===== src/rtl/sbmw_pkg.sv =====
`timescale 1ns / 1ps

package sbmw_pkg;

   // Field widths
   localparam int ADDR_W  = 16;
   localparam int DATA_W  = 8;
   localparam int REG_W   = 5;
   localparam int COUNT_W = 6;
   localparam int LOAD_W  = 3;

   // Loader and register reset values
   localparam logic [REG_W-1:0]   LOADER_EMPTY  = 5'h10;
   localparam logic [REG_W-1:0]   CONTROL_RESET = 5'h0C;
   localparam logic [REG_W-1:0]   PRG_MODE_SET  = 5'h0C;
   localparam logic [COUNT_W-1:0] COUNT_RESET   = 6'd2;
   localparam logic [COUNT_W-1:0] COUNT_FIXED   = 6'd2;
   localparam logic [LOAD_W-1:0]  LOAD_BITS     = 3'd5;

   // Address region boundaries
   localparam logic [ADDR_W-1:0] CHR_LOW_BASE  = 16'hA000;
   localparam logic [ADDR_W-1:0] CHR_HIGH_BASE = 16'hC000;
   localparam logic [ADDR_W-1:0] PRG_BASE      = 16'hE000;

   // Remainder unit: one dividend bit per step
   localparam int DIV_STEPS = REG_W;
   localparam int STEP_W    = $clog2(DIV_STEPS);

   // Program bank modes, control bits 3..2
   typedef enum logic [1:0] {
      MODE_32K_EVEN = 2'd0,
      MODE_32K_ODD  = 2'd1,
      MODE_FIX_LOW  = 2'd2,
      MODE_FIX_HIGH = 2'd3
   } prg_mode_type;

   // Controller to datapath
   typedef struct packed {
      logic apply;      // take the write into the loader and registers
      logic prep;       // latch remainder operands
      logic step;       // one remainder step
      logic last_step;  // final step, update the active bank
      logic emit;       // load the response register
   } dp_cmd_type;

   // Datapath to controller
   typedef struct packed {
      logic recompute;  // pending write clears the loader or commits
   } dp_status_type;

endpackage


===== src/rtl/sbmw_ctrl.sv =====
`timescale 1ns / 1ps

module sbmw_ctrl (
   input  logic                   clock,
   input  logic                   reset,
   input  logic                   req_valid,
   output logic                   req_ready,
   output logic                   rsp_valid,
   input  logic                   rsp_ready,
   input  sbmw_pkg::dp_status_type status,
   output sbmw_pkg::dp_cmd_type    cmd
);
   import sbmw_pkg::*;

   typedef enum logic [1:0] {
      S_IDLE,
      S_PREP,
      S_DIV,
      S_EMIT
   } state_type;

   state_type         state_ff, state_in;
   logic [STEP_W-1:0] step_cnt_ff, step_cnt_in;
   logic              rsp_valid_ff, rsp_valid_in;
   logic              accept;
   logic              last_step;
   logic              emit_ok;

   assign accept    = req_valid && (state_ff == S_IDLE);
   assign last_step = (step_cnt_ff == STEP_W'(DIV_STEPS - 1));
   assign emit_ok   = !rsp_valid_ff || rsp_ready;

   // Commands decoded from state
   always_comb begin
      cmd           = '0;
      cmd.apply     = accept;
      cmd.prep      = (state_ff == S_PREP);
      cmd.step      = (state_ff == S_DIV);
      cmd.last_step = (state_ff == S_DIV) && last_step;
      cmd.emit      = (state_ff == S_EMIT) && emit_ok;
   end

   // Next state
   always_comb begin
      state_in     = state_ff;
      step_cnt_in  = step_cnt_ff;
      rsp_valid_in = rsp_valid_ff && !rsp_ready;
      unique case (state_ff)
         S_IDLE: begin
            if (accept) begin
               state_in = status.recompute ? S_PREP : S_EMIT;
            end
         end
         S_PREP: begin
            step_cnt_in = '0;
            state_in    = S_DIV;
         end
         S_DIV: begin
            if (last_step) begin
               step_cnt_in = '0;
               state_in    = S_EMIT;
            end else begin
               step_cnt_in = step_cnt_ff + STEP_W'(1);
            end
         end
         S_EMIT: begin
            if (emit_ok) begin
               rsp_valid_in = 1'b1;
               state_in     = S_IDLE;
            end
         end
         default: state_in = S_IDLE;
      endcase
   end

   // State and registered outputs
   always_ff @(posedge clock) begin
      if (reset) begin
         state_ff     <= S_IDLE;
         step_cnt_ff  <= '0;
         rsp_valid_ff <= 1'b0;
      end else begin
         state_ff     <= state_in;
         step_cnt_ff  <= step_cnt_in;
         rsp_valid_ff <= rsp_valid_in;
      end
   end

   assign req_ready = (state_ff == S_IDLE);
   assign rsp_valid = rsp_valid_ff;

`ifndef ASSERT_OFF
   // Step counter only moves while dividing
   a_cnt_idle: assert property (@(posedge clock) disable iff (reset)
      (state_ff != S_DIV) |-> (step_cnt_ff == '0))
      else $error("step counter nonzero outside divide");

   // An accepted write goes to operand setup or straight to output
   a_accept_next: assert property (@(posedge clock) disable iff (reset)
      (req_valid && req_ready) |=> (state_ff == S_PREP || state_ff == S_EMIT))
      else $error("bad state after accept");

   // Last remainder step leads to output
   a_div_end: assert property (@(posedge clock) disable iff (reset)
      (state_ff == S_DIV && last_step) |=> (state_ff == S_EMIT))
      else $error("divide did not end in emit");

   // Never overwrite a response that is still waiting
   a_no_overwrite: assert property (@(posedge clock) disable iff (reset)
      !(cmd.emit && rsp_valid_ff && !rsp_ready))
      else $error("response overwritten");
`endif

endmodule


===== src/rtl/sbmw_datapath.sv =====
`timescale 1ns / 1ps

module sbmw_datapath (
   input  logic                                clock,
   input  logic                                reset,
   input  logic                                csr_write_enable,
   input  logic [sbmw_pkg::COUNT_W-1:0]        csr_write_data,
   input  logic [sbmw_pkg::ADDR_W-1:0]         req_write_address,
   input  logic [sbmw_pkg::DATA_W-1:0]         req_write_data,
   input  sbmw_pkg::dp_cmd_type                cmd,
   output sbmw_pkg::dp_status_type             status,
   output logic [sbmw_pkg::REG_W-1:0]          rsp_control_value,
   output logic [sbmw_pkg::REG_W-1:0]          rsp_chr_bank_low,
   output logic [sbmw_pkg::REG_W-1:0]          rsp_chr_bank_high,
   output logic [sbmw_pkg::REG_W-1:0]          rsp_prg_bank_select,
   output logic [sbmw_pkg::REG_W-1:0]          rsp_prg_window_bank,
   output logic                                rsp_commit_done
);
   import sbmw_pkg::*;

   logic [COUNT_W-1:0] count_ff;
   logic [REG_W-1:0]   shift_ff;
   logic [LOAD_W-1:0]  bits_loaded_ff;
   logic [REG_W-1:0]   control_ff, chr_low_ff, chr_high_ff, prg_ff, active_ff;
   logic               commit_ff;

   logic [REG_W-1:0]   dividend_ff;
   logic [COUNT_W-1:0] divisor_ff;
   logic [COUNT_W-1:0] rem_ff, rem_in;
   logic               zero_ff;

   logic [REG_W-1:0]   out_control_ff, out_chr_low_ff, out_chr_high_ff;
   logic [REG_W-1:0]   out_prg_ff, out_active_ff;
   logic               out_commit_ff;

   logic               clear_req;
   logic [REG_W-1:0]   shifted;
   logic [LOAD_W-1:0]  bits_next;
   logic               commit;
   prg_mode_type       mode;
   logic [COUNT_W-1:0] divisor_sel;
   logic [REG_W-1:0]   dividend_sel;
   logic [COUNT_W:0]   trial;

   // Loader decode for the pending write
   assign clear_req = req_write_data[DATA_W-1];
   assign shifted   = {req_write_data[0], shift_ff[REG_W-1:1]};
   assign bits_next = bits_loaded_ff + LOAD_W'(1);
   assign commit    = !clear_req && (bits_next >= LOAD_BITS);
   assign status.recompute = clear_req || commit;

   // Configuration register
   always_ff @(posedge clock) begin
      if (reset) begin
         count_ff <= COUNT_RESET;
      end else if (csr_write_enable) begin
         count_ff <= csr_write_data;
      end
   end

   // Serial loader and bank registers
   always_ff @(posedge clock) begin
      if (reset) begin
         shift_ff       <= LOADER_EMPTY;
         bits_loaded_ff <= '0;
         control_ff     <= CONTROL_RESET;
         chr_low_ff     <= '0;
         chr_high_ff    <= '0;
         prg_ff         <= '0;
         commit_ff      <= 1'b0;
      end else if (cmd.apply) begin
         commit_ff <= commit;
         if (clear_req) begin
            shift_ff       <= LOADER_EMPTY;
            bits_loaded_ff <= '0;
            control_ff     <= control_ff | PRG_MODE_SET;
         end else if (commit) begin
            shift_ff       <= LOADER_EMPTY;
            bits_loaded_ff <= '0;
            priority if (req_write_address < CHR_LOW_BASE) begin
               control_ff <= shifted;
            end else if (req_write_address < CHR_HIGH_BASE) begin
               chr_low_ff <= shifted;
            end else if (req_write_address < PRG_BASE) begin
               chr_high_ff <= shifted;
            end else begin
               prg_ff <= shifted;
            end
         end else begin
            shift_ff       <= shifted;
            bits_loaded_ff <= bits_next;
         end
      end
   end

   // Remainder operands from mode and bank count
   assign mode = prg_mode_type'(control_ff[3:2]);

   always_comb begin
      unique case (mode)
         MODE_32K_EVEN, MODE_32K_ODD: begin
            divisor_sel  = count_ff >> 1;
            dividend_sel = prg_ff >> 1;
         end
         MODE_FIX_LOW, MODE_FIX_HIGH: begin
            divisor_sel  = count_ff;
            dividend_sel = prg_ff;
         end
         default: begin
            divisor_sel  = count_ff;
            dividend_sel = prg_ff;
         end
      endcase
   end

   // Restoring remainder, one dividend bit per step
   assign trial = {rem_ff, dividend_ff[REG_W-1]};

   always_comb begin
      if (trial >= {1'b0, divisor_ff}) begin
         rem_in = COUNT_W'(trial - {1'b0, divisor_ff});
      end else begin
         rem_in = trial[COUNT_W-1:0];
      end
   end

   always_ff @(posedge clock) begin
      if (cmd.prep) begin
         dividend_ff <= dividend_sel;
         divisor_ff  <= divisor_sel;
         rem_ff      <= '0;
         zero_ff     <= (count_ff == COUNT_FIXED) || (mode == MODE_FIX_LOW)
                        || (divisor_sel == '0);
      end else if (cmd.step) begin
         dividend_ff <= dividend_ff << 1;
         rem_ff      <= rem_in;
      end
   end

   // Active bank
   always_ff @(posedge clock) begin
      if (reset) begin
         active_ff <= '0;
      end else if (cmd.last_step) begin
         active_ff <= zero_ff ? '0 : rem_in[REG_W-1:0];
      end
   end

   // Response register
   always_ff @(posedge clock) begin
      if (cmd.emit) begin
         out_control_ff  <= control_ff;
         out_chr_low_ff  <= chr_low_ff;
         out_chr_high_ff <= chr_high_ff;
         out_prg_ff      <= prg_ff;
         out_active_ff   <= active_ff;
         out_commit_ff   <= commit_ff;
      end
   end

   assign rsp_control_value   = out_control_ff;
   assign rsp_chr_bank_low    = out_chr_low_ff;
   assign rsp_chr_bank_high   = out_chr_high_ff;
   assign rsp_prg_bank_select = out_prg_ff;
   assign rsp_prg_window_bank = out_active_ff;
   assign rsp_commit_done     = out_commit_ff;

`ifndef ASSERT_OFF
   // Loader never holds a full load between writes
   a_bits_range: assert property (@(posedge clock) disable iff (reset)
      bits_loaded_ff < LOAD_BITS)
      else $error("loader count out of range");

   // A clearing write always leaves the mode bits set
   a_clear_mode: assert property (@(posedge clock) disable iff (reset)
      (cmd.apply && clear_req) |=> (control_ff[3:2] == 2'b11))
      else $error("clear write did not set mode bits");
`endif

endmodule


===== src/rtl/serial_bank_mapper_write_unit.sv =====
`timescale 1ns / 1ps

// Channel   Direction  Handshake                 Payload
// req       in         req_valid / req_ready     req_write_address, req_write_data
// rsp       out        rsp_valid / rsp_ready     rsp_control_value .. rsp_commit_done
// csr       in         csr_write_enable          csr_write_data (bank count)
//
// A write that only shifts a bit goes from accept to the response load; one that
// clears the loader or completes a load passes accept, operand setup, 5 remainder
// steps (one dividend bit per step, shared remainder unit) and the response load.
// Reset is synchronous: control 0x0C, other bank registers 0, bank count 2.
// A response waiting on rsp_ready holds the controller in its emit state; one
// new write is taken as soon as the previous result sits in the response register.

module serial_bank_mapper_write_unit (
   input  logic                          clock,
   input  logic                          reset,
   input  logic                          csr_write_enable,
   input  logic [sbmw_pkg::COUNT_W-1:0]  csr_write_data,
   input  logic                          req_valid,
   output logic                          req_ready,
   input  logic [sbmw_pkg::ADDR_W-1:0]   req_write_address,
   input  logic [sbmw_pkg::DATA_W-1:0]   req_write_data,
   output logic                          rsp_valid,
   input  logic                          rsp_ready,
   output logic [sbmw_pkg::REG_W-1:0]    rsp_control_value,
   output logic [sbmw_pkg::REG_W-1:0]    rsp_chr_bank_low,
   output logic [sbmw_pkg::REG_W-1:0]    rsp_chr_bank_high,
   output logic [sbmw_pkg::REG_W-1:0]    rsp_prg_bank_select,
   output logic [sbmw_pkg::REG_W-1:0]    rsp_prg_window_bank,
   output logic                          rsp_commit_done
);
   import sbmw_pkg::*;

   dp_cmd_type    cmd;
   dp_status_type status;

   // Sequencer
   sbmw_ctrl u_ctrl (
      .clock     (clock),
      .reset     (reset),
      .req_valid (req_valid),
      .req_ready (req_ready),
      .rsp_valid (rsp_valid),
      .rsp_ready (rsp_ready),
      .status    (status),
      .cmd       (cmd)
   );

   // Loader, bank registers and remainder unit
   sbmw_datapath u_datapath (
      .clock               (clock),
      .reset               (reset),
      .csr_write_enable    (csr_write_enable),
      .csr_write_data      (csr_write_data),
      .req_write_address   (req_write_address),
      .req_write_data      (req_write_data),
      .cmd                 (cmd),
      .status              (status),
      .rsp_control_value   (rsp_control_value),
      .rsp_chr_bank_low    (rsp_chr_bank_low),
      .rsp_chr_bank_high   (rsp_chr_bank_high),
      .rsp_prg_bank_select (rsp_prg_bank_select),
      .rsp_prg_window_bank (rsp_prg_window_bank),
      .rsp_commit_done     (rsp_commit_done)
   );

endmodule

===== config.mk =====
export PLATFORM = sky130hd
export DESIGN_NAME = serial_bank_mapper_write_unit
export DESIGN_NICKNAME = d
export VERILOG_FILES = /design/src/rtl/sbmw_pkg.sv /design/src/rtl/sbmw_ctrl.sv /design/src/rtl/sbmw_datapath.sv /design/src/rtl/serial_bank_mapper_write_unit.sv
export SDC_FILE = /design/constraint.sdc
export NUM_CORES = 1
export LEC_CHECK = 0
export BUFFER_PORTS_ARGS = -buffer_cell sky130_fd_sc_hd__buf_2
export CORE_UTILIZATION = 56
export DETAILED_ROUTE_END_ITERATION = 16
export PLACE_DENSITY_LB_ADDON = 0.08
export SYNTH_ARGS = -nofsm -noshare
export SYNTH_HDL_FRONTEND = slang
export SYNTH_SLANG_ARGS = --single-unit

===== constraint.sdc =====
create_clock -name clock -period 3 [get_ports clock]
set_clock_uncertainty 0.2 [all_clocks]
set_input_delay 0.6 -clock clock [delete_from_list [all_inputs] [get_ports clock]]
set_output_delay 0.6 -clock clock [all_outputs]
set_load 0.005 [all_outputs]

* After elaboration in Yosys (flattened, before gate mapping)
Index checks and enable logic that the tools add are counted.
** Storage, ports and cells
- RAM bits :: 0
- Latch bits :: 0
- Output and inout port bits :: 28
- Memories :: 0
- Input port bits :: 35
- Register bits :: 90
- Word-level logic and storage cells :: 94
- Memory bits (read-only) :: 0
** Cells by class
- Reductions and logical operators :: 26
- Add/sub/neg operators :: 3
- Mux-type cells :: 22
- Multiply operators :: 0
- Bitwise logic cells :: 4
- Equal/unequal tests :: 11
- $lt $le $gt $ge :: 5
- Div/mod/pow operators :: 0
- Shift-type cells :: 0
** Operators by type and width (count)
- $lt 16x16->1 const B :: 3
- $mux 5 :: 5
- $mux 4 :: 3
- $pmux 6 s2 :: 1
- $reduce_and 6->1 :: 2
- $pmux 5 s2 :: 1
- $mux 3 :: 3
- $eq 2x2->1 const B :: 4
- $mux 2 :: 4
- $pmux 2 s4 :: 1
- $ge 7x6->1 :: 1
- $add 3x1->3 const B :: 2
- $eq 6x2->1 const B :: 1
- $logic_not 6->1 :: 1
- $mux 6 :: 1
- $ne 2x1->1 const B :: 3
- $pmux 3 s2 :: 1
- $reduce_and 3->1 :: 2
- $reduce_bool 2->1 :: 3
- $sub 6x6->6 :: 1
- $logic_and 1x1->1 :: 5
- $reduce_and 5->1 :: 1
- $eq 2x1->1 const B :: 2
- $logic_not 2->1 :: 2
- other kinds (8) :: 18

* Longest topological paths before layout
Gate-level depths: netlist of run 1.
- Word-level depth :: 7
- Depth in mapped cells :: 9
- Gate-level depth less buffers :: 9

* Cells and area by module
Synthesis of run 1 repeated with hierarchy kept, for this count alone.
** Second synthesis, totals
- Cell total of the unflattened synthesis :: 344
- Area, all modules :: 3865.0 µm²
** By module, submodules not included
- sbmw_datapath :: area an instance 3480.8 µm², seq. area each 2042.0 µm², cells each 300, instances 1
- sbmw_ctrl :: area an instance 384.1 µm², seq. area each 120.1 µm², cells each 44, instances 1

* Worst setup path before layout of run 1
No wires, ideal clock.
- Kind :: input -> register
- Start :: input rsp_ready
- End :: register u_datapath.out_chr_high_ff[0], in the netlist u_datapath.rsp_chr_bank_high[0] (enable)
- Cell stages on the path :: 2
- Data required time :: 2.388 ns
- Path buffers :: 0
- Slack :: 0.545 ns
- Arrival time :: 1.843 ns
- Setup time :: 0.412 ns
- Path through :: nor2b_1 nor2b_1
** RTL lines
- from (decl) :: line serial_bank_mapper_write_unit.sv:25 : input logic rsp_ready,
- to (signal assigned) :: line sbmw_datapath.sv:154 : out_chr_high_ff <= chr_high_ff;
- to (decl) :: line sbmw_datapath.sv:32 : logic [REG_W-1:0] out_control_ff, out_chr_low_ff, out_chr_high_ff;

* Worst setup path in the final report of run 1
- Start :: register u_datapath.divisor_ff[4]
- End :: register u_datapath.rem_ff[0]
** On the way
- Word-level cells in the longest chain between the ends :: 2
** Ends and longest elaborated chain
- from (decl) :: line sbmw_datapath.sv:28 : logic [COUNT_W-1:0] divisor_ff;
- from (signal assigned) :: line sbmw_datapath.sv:130 : divisor_ff <= divisor_sel;
- $ge 7x6->1 :: line sbmw_datapath.sv:120 : if (trial >= {1'b0, divisor_ff}) begin
- $mux 6 :: line sbmw_datapath.sv:120
- to (signal assigned) :: line sbmw_datapath.sv:136 : rem_ff <= rem_in;
- to (decl) :: line sbmw_datapath.sv:29 : logic [COUNT_W-1:0] rem_ff, rem_in;
Every way passes these cells.
A chain may end at the register's enable or synchronous reset.

==> out/qor.csv, run 1 <==
metric,value,unit
regToRegStartpoint,u_datapath.divisor_ff[4],
timing.fmax,411.1,MHz
grt_first_pass_wirelength,10220,um
power_per_cell_area,803.8,mW/mm^2
clock_power_share,21.2,%
timing.critical_path.from,u_datapath.divisor_ff[4],
clkLatencyLatePin,0.35,ns
async_reset_ff_share,0,%
power.combinational.fraction,31.9,%
floorplan.core_area,0.006422,sq mm
worstSetupPathType,reg2reg,
layout.core_utilization,65.91,%
fp-row-count,29,
postSynthAreaPerCell,11.22,sq um
drt_iter0_markers,119,
sequentialPowerShare,46.9,%
die-height,84.16,um
grt_setup_unrepaired,false,
synthTopCellsByCount,"dfxtp_1 (51), nor2_1 (46), edfxtp_1 (38)",
actual_slew_at_the_worst_max_slew_pin,0.6575,ns
fin_crit_sh,81.08,%
cts.reportedPaths.clkPinSlew,0.08,ns
h_tree_depth_reported_by_cts,3,
multiInputGateArea,0.001485,sq mm
boundaryPins,63,
internal-power,2.256,mW
grt_pass1_vias,2151,
cts_repair_resize_count,0,
critical_path.startpoint_type,flip-flop,
design.die.area,0.007082,sq mm
biggest_area_consumer_among_synthesized_cells,edfxtp_1,
postCtsSetupBuffers,0,
layout.filler_cells,511,
p_switching,1.147,mW
cts-root-to-sink-buffers,2,
synthesis.instances,337,
crit_path_end_kind,flip-flop,
required_time_reported_for_the_critical_path_endpoint,3.06,ns
seq_area_frac_synth,57.20,%
synth.top_cells.by_area,"edfxtp_1 (30%), dfxtp_1 (27%), mux2i_1 (8.7%), ha_1 (5.3%), nor2_1 (4.6%)",
synth_top_area_share,30.19,%
cts-buffers-inserted,9,
setup_slack,0.5677,ns
initial_core_utilization,58.85,%
num-nets-final,432,
hold_viol_final,0,
power,3.403,mW
rr_worst_depth,8,
number_of_failing_setup_endpoints_in_the_final_timing_report,0,
dominantRegCellSynth,dfxtp_1,
dr.pass1.iters,11,
min_path_type,reg2reg,
power.ir.vdd_worst,0.4663,mV
final_period_minus_worst_setup_slack,2.432,ns
vias,2496,
port_buffers,43,
crit_arrival,2.49,ns
layout.area.seq,0.002162,sq mm
synth.distinct_cells,44,
final_antenna_net_count,0,
status,finished with violations,
synth.yosys.warnings,0,
sw_frac_of_total,33.70,%
grt_max_degree,38,
final.setup.tns,0,ns
vias_per_cell,5.403,
post-synth-top-count-cell,dfxtp_1,
antenna-diode-count,0,
gpl.final_weighted_congestion,0.8317,
final-max-slew-violation-count,0,
maxSlewHeadroom,56.11,%
maxCapViolCount,0,
route.detailed.drc,10,
die_width,84.16,um
drive_gt1_share,18.96,%
holdBufCountCts,0,
mappedNetlistArea,0.003780,sq mm
cts.sink_count,89,
mean_routed_wirelength_per_cell,13.67,um
leak,1.759,nW
cp_max_fo,8,
clock_tree_from_tritoncts,built,
final_routed_wirelength_across_all_metal_layers,6314,um
cp-endpoint,u_datapath.rem_ff[0],
net_count_after_synthesis,389,
syn_to_final_growth,11.98,%
grt_antenna_before_repair,0,
synth_seq_cells,89,
dp_worst_setup_slack,0.5770,ns
synth_edf_count,38,
dpl.hpwl,4356,um
groute.usage.overall,18.46,%
regToRegSetupSlack,0.57,ns
failed_checks,design-rule violations,
master_cell_of_the_clock_root_buffer,clkbuf_8,
r2r-end,u_datapath.rem_ff[0],
global_route.overflow_total,0,
[how the worst min path moves through the flow]
stage                               from                           endpoint  cells after the start
2_1_floorplan   u_datapath.control_ff[3]    u_datapath.rsp_control_value[3]                      0
3_3_place_gp     u_datapath.active_ff[1]  u_datapath.rsp_prg_window_bank[1]                      0
3_5_place_dp   u_datapath.chr_high_ff[4]    u_datapath.rsp_chr_bank_high[4]                      0
4_1_cts        u_datapath.chr_high_ff[1]    u_datapath.rsp_chr_bank_high[1]                      0
5_1_grt                csr_write_data[1]             u_datapath.count_ff[1]                      2
6_report         u_datapath.active_ff[1]  u_datapath.rsp_prg_window_bank[1]                      0
[kinds of logic (layout without fill, tap and decap cells)]
logic type	Yosys count	count (layout)	synth area share [%]
adder cells (fa/ha/maj)	17	17	5.826
multiplexers	40	40	10.82
flip-flops	89	89	57.20
AND/OR/NAND/NOR	108	108	13.74
XOR/XNOR	5	5	1.159
AO/OA/AOI/OAI	45	45	7.680
buffers and inverters	33	81	3.575
[power groups by stage]
stage                     Sequential [mW]  Combinational, mW  Clock (mW)
final                                1.60               1.09       0.720
after global routing                 1.62               1.21       0.797
after CTS                            1.60               1.08       0.737
after detailed placement             1.62               1.08           0
after global placement               1.62               1.05           0
after floorplan                      1.60              0.836           0
[worst max-delay path: stages, from the launching register on]
cell and delay (ns):
edfxtp_1 0.38, inv_1 0.08, ha_1 0.29, a21o_1 0.19
a211oi_2 0.29, nor2b_1 0.17, buf_4 0.18, mux2_2 0.36
a211oi_1 0.21
[final cells by class]
| type | count | area share (%) |
|---|---|---|
| Clock buffer | 11 | 3.104 |
| Multi-Input combinational cell | 215 | 35.09 |
| Clock inverter | 5 | 0.9755 |
| Tap cell | 77 | 2.276 |
| Sequential cell | 89 | 51.08 |
| Timing Repair Buffer | 48 | 5.971 |
| Inverter | 17 | 1.508 |
[placed cells by master (no fill, tap or decap), drive strengths merged, types with 3 or more instances in the layout]
cell type	instances
and2	3
nor2	46
nand4b	4
xnor2	3
edfxtp	38
inv	18
a21oi	14
a211oi	6
nand2b	6
clkbuf	11
nor2b	5
o21ai	10
mux2	7
dfxtp	51
nor3	3
nand2	24
ha	16
mux2i	33
nand3	5
buf	48
[flip-flops by register name, indices dropped and copies added (netlist names), 2 cells and up]
name                            cells
u_ctrl.state_ff                     2
u_ctrl.step_cnt_ff                  3
u_datapath.active_ff                5
u_datapath.bits_loaded_ff           3
u_datapath.chr_high_ff              5
u_datapath.chr_low_ff               5
u_datapath.control_ff               5
u_datapath.count_ff                 6
u_datapath.dividend_ff              5
u_datapath.divisor_ff               6
u_datapath.prg_ff                   5
u_datapath.rem_ff                   6
u_datapath.rsp_chr_bank_high        5
u_datapath.rsp_chr_bank_low         5
u_datapath.rsp_control_value        5
u_datapath.rsp_prg_bank_select      5
u_datapath.rsp_prg_window_bank      5
u_datapath.shift_ff                 4
[routing by layer]
| layer | global-route usage [%] | up-vias | wire length [um] |
|---|---|---|---|
| met5 | 0 | - | 0 |
| met2 | 27.27 | 60 | 2681 |
| met3 | 3.835 | 10 | 247 |
| met4 | 8.150 | 0 | 104 |
| met1 | 26.37 | 1155 | 3281 |
| li1 | - | 1271 | - |
[stage by stage]
stage          area (sq um)  std cells  hold slack, ns
3_3_place_gp           4060        446          0.2144
5_1_grt                4233        462          0.2542
2_1_floorplan          3780        337          0.2064
3_5_place_dp           4060        446          0.2151
6_report               4233        462          0.2341
4_1_cts                4233        462          0.2392
No activity file was read; power rests on OpenSTA's default activity.
==> inputs of run 2 (changes only) <==
- clock period: 3 -> 2.5 ns (I/O delays scaled with it)
==> run 2 against run 1 <==
- the run still ends with design-rule violations left
- critical path depth shrank 1
- clock-buffer cell count shrank 2
- routed wire length grew 1.1%
- non-clock buffer count grew 1
- sequential share of layout area shrank 0.29 points
- worst setup slack lost 0.39 ns
- hold slack lost 0.072 ns
- via count shrank 1.2%
- cell count grew 0.22%
==> out/qor.csv, run 2 (synthesized netlist as in run 1, its figures left out) <==
metric,value,unit
timing.critical_path.from,u_datapath.divisor_ff[4],
actual_slew_at_the_worst_max_slew_pin,0.6538,ns
clock_tree_from_tritoncts,built,
cts.sink_count,89,
layout_top_registers,"u_datapath.count_ff (6), u_datapath.divisor_ff (6), u_datapath.rem_ff (6)",
worstHoldEndpoint,u_datapath.count_ff[1],
drive_gt1_share,20.21,%
mean_routed_wirelength_per_cell,13.79,um
design.die.area,0.007082,sq mm
power_per_cell_area,970.7,mW/mm^2
grt_antenna_before_repair,0,
master_cell_of_the_clock_root_buffer,clkbuf_8,
postCtsSetupBuffers,0,
route.detailed.drc,10,
global_route.overflow_total,0,
cts-buffers-inserted,9,
drt_iter0_markers,123,
hold_viol_final,0,
final-max-slew-violation-count,0,
worstSetupPathType,reg2reg,
final.setup.tns,0,ns
vias_per_cell,5.324,
worst_path_dominant_cell_family,compound AO/OA/AOI/OAI gates,
port_buffers,43,
hold_path_depth,2,
crit_path_end_kind,flip-flop,
regToRegStartpoint,u_datapath.divisor_ff[4],
dr.pass1.iters,10,
holdCritStartpoint,csr_write_data[1],
grt_max_degree,29,
h_tree_depth_reported_by_cts,3,
crit_path_cell_trace,"inv_1, ha_1, a21o_1, a211oi_4, nor2b_2, mux2_2, a211oi_1",
floorplan.core_area,0.006422,sq mm
maxCapViolCount,0,
final_routed_wirelength_across_all_metal_layers,6386,um
num-nets-final,433,
timing.fmax,430.7,MHz
rr_worst_depth,7,
layout.cells.most_common_list,"dfxtp_1 (51), nor2_1 (46), buf_2 (43)",
grt_setup_unrepaired,false,
number_of_failing_setup_endpoints_in_the_final_timing_report,0,
cts.reportedPaths.clkPinSlew,0.09,ns
cts_repair_resize_count,0,
holdBufCountCts,0,
boundaryPins,63,
regToRegSetupSlack,0.18,ns
min_path_type,in2reg,
leak,1.773,nW
fp-row-count,29,
crit_arrival,2.39,ns
layout.cells.most_common,dfxtp_1,
power,4.132,mW
critical_path.startpoint_type,flip-flop,
vias,2465,
timing.critical_path.buf_inv,1,
layout.filler_cells,490,
gpl.final_weighted_congestion,0.8615,
cts-root-to-sink-buffers,2,
cp_max_fo,6,
status,finished with violations,
initial_core_utilization,58.85,%
dpl.hpwl,4501,um
grt_first_pass_wirelength,10780,um
fin_crit_sh,92.88,%
groute.usage.overall,19.33,%
antenna-diode-count,0,
r2r-end,u_datapath.rem_ff[0],
grt_pass1_vias,2317,
cp_slowest_stage_delay,0.39,ns
failed_checks,design-rule violations,
die_width,84.16,um
maxSlewHeadroom,56.36,%
die-height,84.16,um
final_antenna_net_count,0,
final_period_minus_worst_setup_slack,2.322,ns
clkLatencyLatePin,0.35,ns
syn_to_final_growth,12.61,%
power.ir.vdd_worst,0.6488,mV
cp_slowest_cell,edfxtp_1,
required_time_reported_for_the_critical_path_endpoint,2.57,ns
-- run 2: layout make-up --
cell class                 count  area (sq um)  share of cell area [%]
clock buffer                   9         123.9                   2.910
sequential                    89          2162                   50.79
inverter                      17         63.81                   1.499
clock inverter                 7         51.30                   1.205
tap                           77         96.34                   2.263
timing repair buffer          49         260.3                   6.114
multi-input combinational    215          1499                   35.21
-- run 2: where the power goes --
group,leakage (nW),switching [mW],internal [mW]
Sequential,0.771,0.131,1.79
Combinational,0.915,0.767,0.562
Clock,0.0864,0.516,0.368
-- run 2: stage by stage --
step                      cell area, sq um  hold slack (ns)  setup slack [ns]  util [%]  cells
final                                 4257           0.1620            0.1781     66.28    463
after global routing                  4257           0.1603           0.02238     66.28    463
after CTS                             4243           0.1577            0.1453     66.06    463
after detailed placement              4068           0.2148            0.1469     63.34    447
after global placement                4068           0.2142            0.2011     63.34    447
after floorplan                       3780           0.2064            0.1399         -    337
-- run 2: metal layers --
| metal | vias to the layer above | track usage [%] | wire length [um] | share of wire (%) |
|---|---|---|---|---|
| met1 | 1124 | 26.98 | 3250 | 51 |
| met2 | 53 | 29.58 | 2792 | 44 |
| met3 | 11 | 3.736 | 240 | 3.8 |
| met5 | - | 0 | 0 | 0 |
| met4 | 0 | 8.464 | 102 | 1.6 |
| li1 | 1277 | - | - | - |
-- run 2: worst max path at each step --
stage,to,slack (ns),cells after the start
6_report,u_datapath.rem_ff[0],0.18,7
5_1_grt,u_datapath.rem_ff[4],0.02,9
4_1_cts,u_datapath.rem_ff[1],0.15,8
3_5_place_dp,u_datapath.rem_ff[1],0.15,8
3_3_place_gp,u_datapath.rem_ff[1],0.20,8
2_1_floorplan,u_datapath.rsp_chr_bank_high[0],0.14,2
-- run 2: worst reg2reg max path, stage by stage (launching register included) --
cell,delay (ns)
edfxtp_1,0.39
inv_1,0.07
ha_1,0.29
a21o_1,0.21
a211oi_4,0.28
nor2b_2,0.21
mux2_2,0.37
a211oi_1,0.22
